[src/ilws_pkg.sv]
// ilws_pkg: operation codes, status codes and the per-cell command struct
// shared by the list cells and the list core. No dependencies.
`default_nettype none

package ilws_pkg;

    localparam int OP_W     = 3;
    localparam int STATUS_W = 2;
    localparam int POS_W    = 7;
    localparam int CNT_W    = 7;
    localparam int PORT_KEY_W = 32;

    localparam logic [OP_W-1:0] OP_INS_FRONT = 3'd0;
    localparam logic [OP_W-1:0] OP_INS_BACK  = 3'd1;
    localparam logic [OP_W-1:0] OP_REM_FRONT = 3'd2;
    localparam logic [OP_W-1:0] OP_READ      = 3'd3;
    localparam logic [OP_W-1:0] OP_WRITE     = 3'd4;
    localparam logic [OP_W-1:0] OP_CONTAINS  = 3'd5;
    localparam logic [OP_W-1:0] OP_CLEAR     = 3'd6;

    localparam logic [STATUS_W-1:0] ST_OK     = 2'd0;
    localparam logic [STATUS_W-1:0] ST_EMPTY  = 2'd1;
    localparam logic [STATUS_W-1:0] ST_BADPOS = 2'd2;
    localparam logic [STATUS_W-1:0] ST_FULL   = 2'd3;

    // Broadcast to every cell for one transaction.
    typedef struct packed {
        logic shift_r;   // front insert: take the left neighbor's key
        logic shift_l;   // front remove: take the right neighbor's key
        logic wr_en;     // write the broadcast key at the broadcast index
        logic rd_en;     // capture own key when the broadcast index matches
        logic srch_en;   // compare own key against the broadcast key
    } cell_cmd_t;

endpackage

`default_nettype wire

[src/ilws_cell.sv]
// ilws_cell: one list position; holds a key, shifts with its neighbors and
// registers a read select and a search match. Depends on ilws_pkg.
`default_nettype none

module ilws_cell #(
    parameter int KEY_WIDTH = 32,
    parameter int IDX_WIDTH = 6,
    parameter int CNT_WIDTH = 7,
    parameter int INDEX     = 0
) (
    input  wire                       clk,
    input  wire ilws_pkg::cell_cmd_t  cmd,
    input  wire [IDX_WIDTH-1:0]       idx,
    input  wire [CNT_WIDTH-1:0]       live_count,
    input  wire [KEY_WIDTH-1:0]       bcast_key,
    input  wire [KEY_WIDTH-1:0]       prev_key,
    input  wire [KEY_WIDTH-1:0]       next_key,
    output logic [KEY_WIDTH-1:0]      key,
    output logic [KEY_WIDTH-1:0]      sel_data,
    output logic                      match
);
    import ilws_pkg::*;

    logic [KEY_WIDTH-1:0] key_reg, key_next;
    logic [KEY_WIDTH-1:0] sel_reg, sel_next;
    logic                 match_reg, match_next;
    logic                 here, live;

    assign here = (idx == IDX_WIDTH'(INDEX));
    assign live = (CNT_WIDTH'(INDEX) < live_count);

    always_comb
    begin
        key_next = key_reg;
        if (cmd.shift_r)
            key_next = prev_key;
        else if (cmd.shift_l)
            key_next = next_key;
        else if (cmd.wr_en && here)
            key_next = bcast_key;

        sel_next   = (cmd.rd_en && here) ? key_reg : '0;
        match_next = cmd.srch_en && live && (key_reg == bcast_key);
    end

    always_ff @(posedge clk)
    begin
        key_reg   <= key_next;
        sel_reg   <= sel_next;
        match_reg <= match_next;
    end

    assign key      = key_reg;
    assign sel_data = sel_reg;
    assign match    = match_reg;

endmodule

`default_nettype wire
[config.mk]
export PLATFORM = sky130hd
export DESIGN_NAME = ilws_cell
export DESIGN_NICKNAME = d
export VERILOG_FILES = /design/src/ilws_pkg.sv /design/src/ilws_cell.sv
export SDC_FILE = /design/constraint.sdc
export NUM_CORES = 1
export LEC_CHECK = 0
export BUFFER_PORTS_ARGS = -buffer_cell sky130_fd_sc_hd__buf_2
export CAP_MARGIN = 20
export CORE_AREA = 2 2 86 88
export DETAILED_ROUTE_END_ITERATION = 16
export DIE_AREA = 0 0 88 90
export GPL_TIMING_DRIVEN = 0
export PLACE_DENSITY = 0.81
export SLEW_MARGIN = 20
export SYNTH_ARGS = -nofsm -noshare
export SYNTH_HDL_FRONTEND = slang
export SYNTH_SLANG_ARGS = --single-unit
export TNS_END_PERCENT = 20
[constraint.sdc]
create_clock -name clk -period 2.8 [get_ports clk]
set_clock_uncertainty 0.05 [all_clocks]
set_input_delay 0.42 -clock clk [delete_from_list [all_inputs] [get_ports clk]]
set_output_delay 0.42 -clock clk [all_outputs]
set_load 0.05 [all_outputs]
==> results.py <==
metrics = {
    "status": {
        "status": "completed",
    },
    "finish": {
        "nFillCells": 619,
        "synthToLayoutAreaGrowth_pct": 41.0,
        "mostFrequentLayoutCell": "buf_2",
        "antenna_cells": 0,
        "final_layout_size_suffix_gt1_share_pct": 44.6,
        "finalNetCount": 563,
        "final_cell_mix": "buf_2 (180), nand2_1 (33), dfxtp_1 (33)",
    },
    "place": {
        "dp_hpwl_um": 6610,
        "dpl_worst_slack_ns": 0.268,
        "io_buffers": 177,
        "routabilityCongestion": 0.902,
    },
    "timing": {
        "finalCriticalPeriod_ns": 2.14,
        "tightestPinTransition_ns": 0.719,
        "max_freq_mhz": 467,
        "maxSlewViolCount": 0,
        "rsz0062_at_grt": "no",
        "slew_headroom_pct": 52.0,
        "fin_setup_tns_ns": 0,
        "setup_slack_ns": 0.659,
        "period_share_pct": 76.5,
        "finalHoldViolations": 0,
        "finalHoldWorstSlack_ns": 0.297,
        "setup_violations": 0,
    },
    "synthesis": {
        "synth_cell_types": 19,
        "synth_top_area_share_pct": 32.9,
        "syn_avg_cell_area_um2": 11.2,
        "yosysSeqAreaShare_pct": 55.6,
        "syn_nets": 375,
        "ys_seq_elements": 65,
        "yosys-top-cells-area": "edfxtp_1 (33%), dfxtp_1 (23%), mux2i_1 (11%), xor2_1 (9.3%), and3_1 (6.4%)",
        "post_synth_and_or_nand_nor_area_fraction_pct": 15.0,
        "synth_area_um2": 2920,
        "synthMuxAreaShare_pct": 11.0,
        "yosysTopAreaCell": "edfxtp_1",
        "synthAdderAreaFrac_pct": 0,
        "synth-xor-area-share_pct": 9.60,
        "yosys_warnings": 0,
        "synth-compound-area-share_pct": 5.83,
        "synth_top_family_by_area": "simple AND/OR/NAND/NOR gates",
        "netlist_instances": 260,
    },
    "setup_path": {
        "cp-start-kind": "input port",
        "r2r_end": "match",
        "reg2reg_from": "key[6]",
        "arrival_ns": 2.05,
        "path_class": "in -> reg",
        "timing.reg2reg.setup_slack_ns": 1.22,
        "cp_max_fo": 32,
        "end_kind": "flip-flop",
        "cp.required_ns": 2.71,
        "r2r_cells": 4,
    },
    "clock_tree": {
        "cts_setup_buffers": 0,
        "cts_root_buf": "clkbuf_8",
        "cts_hold_buf": 0,
        "clockBufferDepth": 2,
        "ctsResizeCount": 0,
        "cts_tree": "built",
        "cts_max_level": 3,
        "cts_sinks": 65,
        "clock_latency_ns": 0.34,
        "cts_buffers": 9,
        "path_clk_slew_ns": 0.07,
    },
    "hold_path": {
        "worst_hold_path.num_cells": 3,
        "worstHoldStart": "cmd[0]",
        "worstHoldEndpoint": "match",
        "min_path_type": "in -> reg",
    },
    "global_route": {
        "grt_max_degree": 33,
        "met3_usage_pct": 3.49,
        "grt_usage_pct": 20.9,
        "top_usage_layer": "met2",
        "grt_pass1_wl_um": 12600,
        "met1_usage_pct": 24.8,
        "grt.overflow.total": 0,
        "antenna_found_initial": 0,
        "grt_pass1_vias": 2626,
        "globalRouteMet2Util_pct": 37.4,
    },
    "job": {
        "maxCapViolCount": 0,
    },
    "routing": {
        "drc": 0,
        "drtAntennaViolNets": 0,
        "wl_per_cell_um": 15.3,
        "dr.first_iter.drc_count": 70,
        "vias": 2628,
        "viasPerCell": 4.76,
        "drtPass1Iterations": 4,
        "wl_um": 8440,
    },
    "pwr": {
        "p_leak_nw": 2.13,
        "p_per_area_nw_per_um2": 587,
        "peakVddDrop_uv": 279,
    },
    "floorplan": {
        "core-area_um2": 7020,
        "die_y_um": 90,
        "io_pins": 180,
        "initial_utilization_pct": 41.6,
        "dieArea_um2": 7920,
        "chipWidth_um": 88,
        "rows": 31,
    },
}
per-stage QoR:
| stage | power [W] | cells | cell area, um2 | util [%] |
|---|---|---|---|---|
| after global routing | 0.00251 | 552 | 4120 | 58.6 |
| after floorplan | 0.00147 | 260 | 2920 | - |
| final | 0.00242 | 552 | 4120 | 58.6 |
| after CTS | 0.00244 | 552 | 4120 | 58.6 |
| after detailed placement | 0.00168 | 536 | 3930 | 56.0 |
| after global placement | 0.00167 | 536 | 3930 | 56.0 |
critical path, cell delays in order:
cell and delay, ns:
buf_2 0.10, or4_4 0.54, nor3_4 0.30, a211o_2 0.68
per-layer routing:
layer	wire [um]	vias to the layer above
met3	466	15
met5	0	-
met1	3540	1181
met2	4280	124
li1	-	1308
met4	157	0
final cells by class:
class                           count  area [um2]  area share (%)
Sequential cell                    65        1620            39.4
Clock inverter                      5        56.3            1.37
Timing Repair Buffer              177         886            21.5
Clock buffer                       11         131            3.19
Buffer                             17        90.1            2.19
Multi-Input combinational cell    178        1210            29.3
Tap cell                           99         124            3.01
synthesized netlist by cell type:
master	number
or4_4	1
buf_2	3
clkbuf_1	11
nand4_1	2
dfxtp_1	33
and3_2	2
mux2i_1	32
nor3_4	1
nor4_1	8
nand3_1	1
xor2_1	31
nand2_1	33
buf_6	3
o21ai_0	32
nor3_1	3
edfxtp_1	32
xnor2_1	1
a211o_2	1
and3_1	30
power by group:
group / leakage [nW] / internal, W / total, W / switching (W)
sequential: 0.596 / 0.00107 / 0.00112 / 0.0000501
clock: 0.0933 / 0.000410 / 0.000764 / 0.000354
combinational: 1.45 / 0.000169 / 0.000535 / 0.000366
cells by family after synthesis:
kind of cell | after synthesis
buffers and inverters | 17
AO/OA/AOI/OAI | 33
multiplexers | 32
AND/OR/NAND/NOR | 81
XOR/XNOR | 32
flip-flops | 65
worst max-delay path by stage:
stage	startpoint	endpoint	slack (ns)	cells past startpoint
floorplan	idx[3]	key[0]	0.68	3
global placement	idx[3]	key[17]	0.28	4
detailed placement	idx[3]	key[13]	0.27	4
CTS	idx[3]	key[3]	0.60	4
global route	idx[3]	key[0]	0.54	4
finish	idx[3]	key[4]	0.66	4
Power figures use the tool's default switching activity.
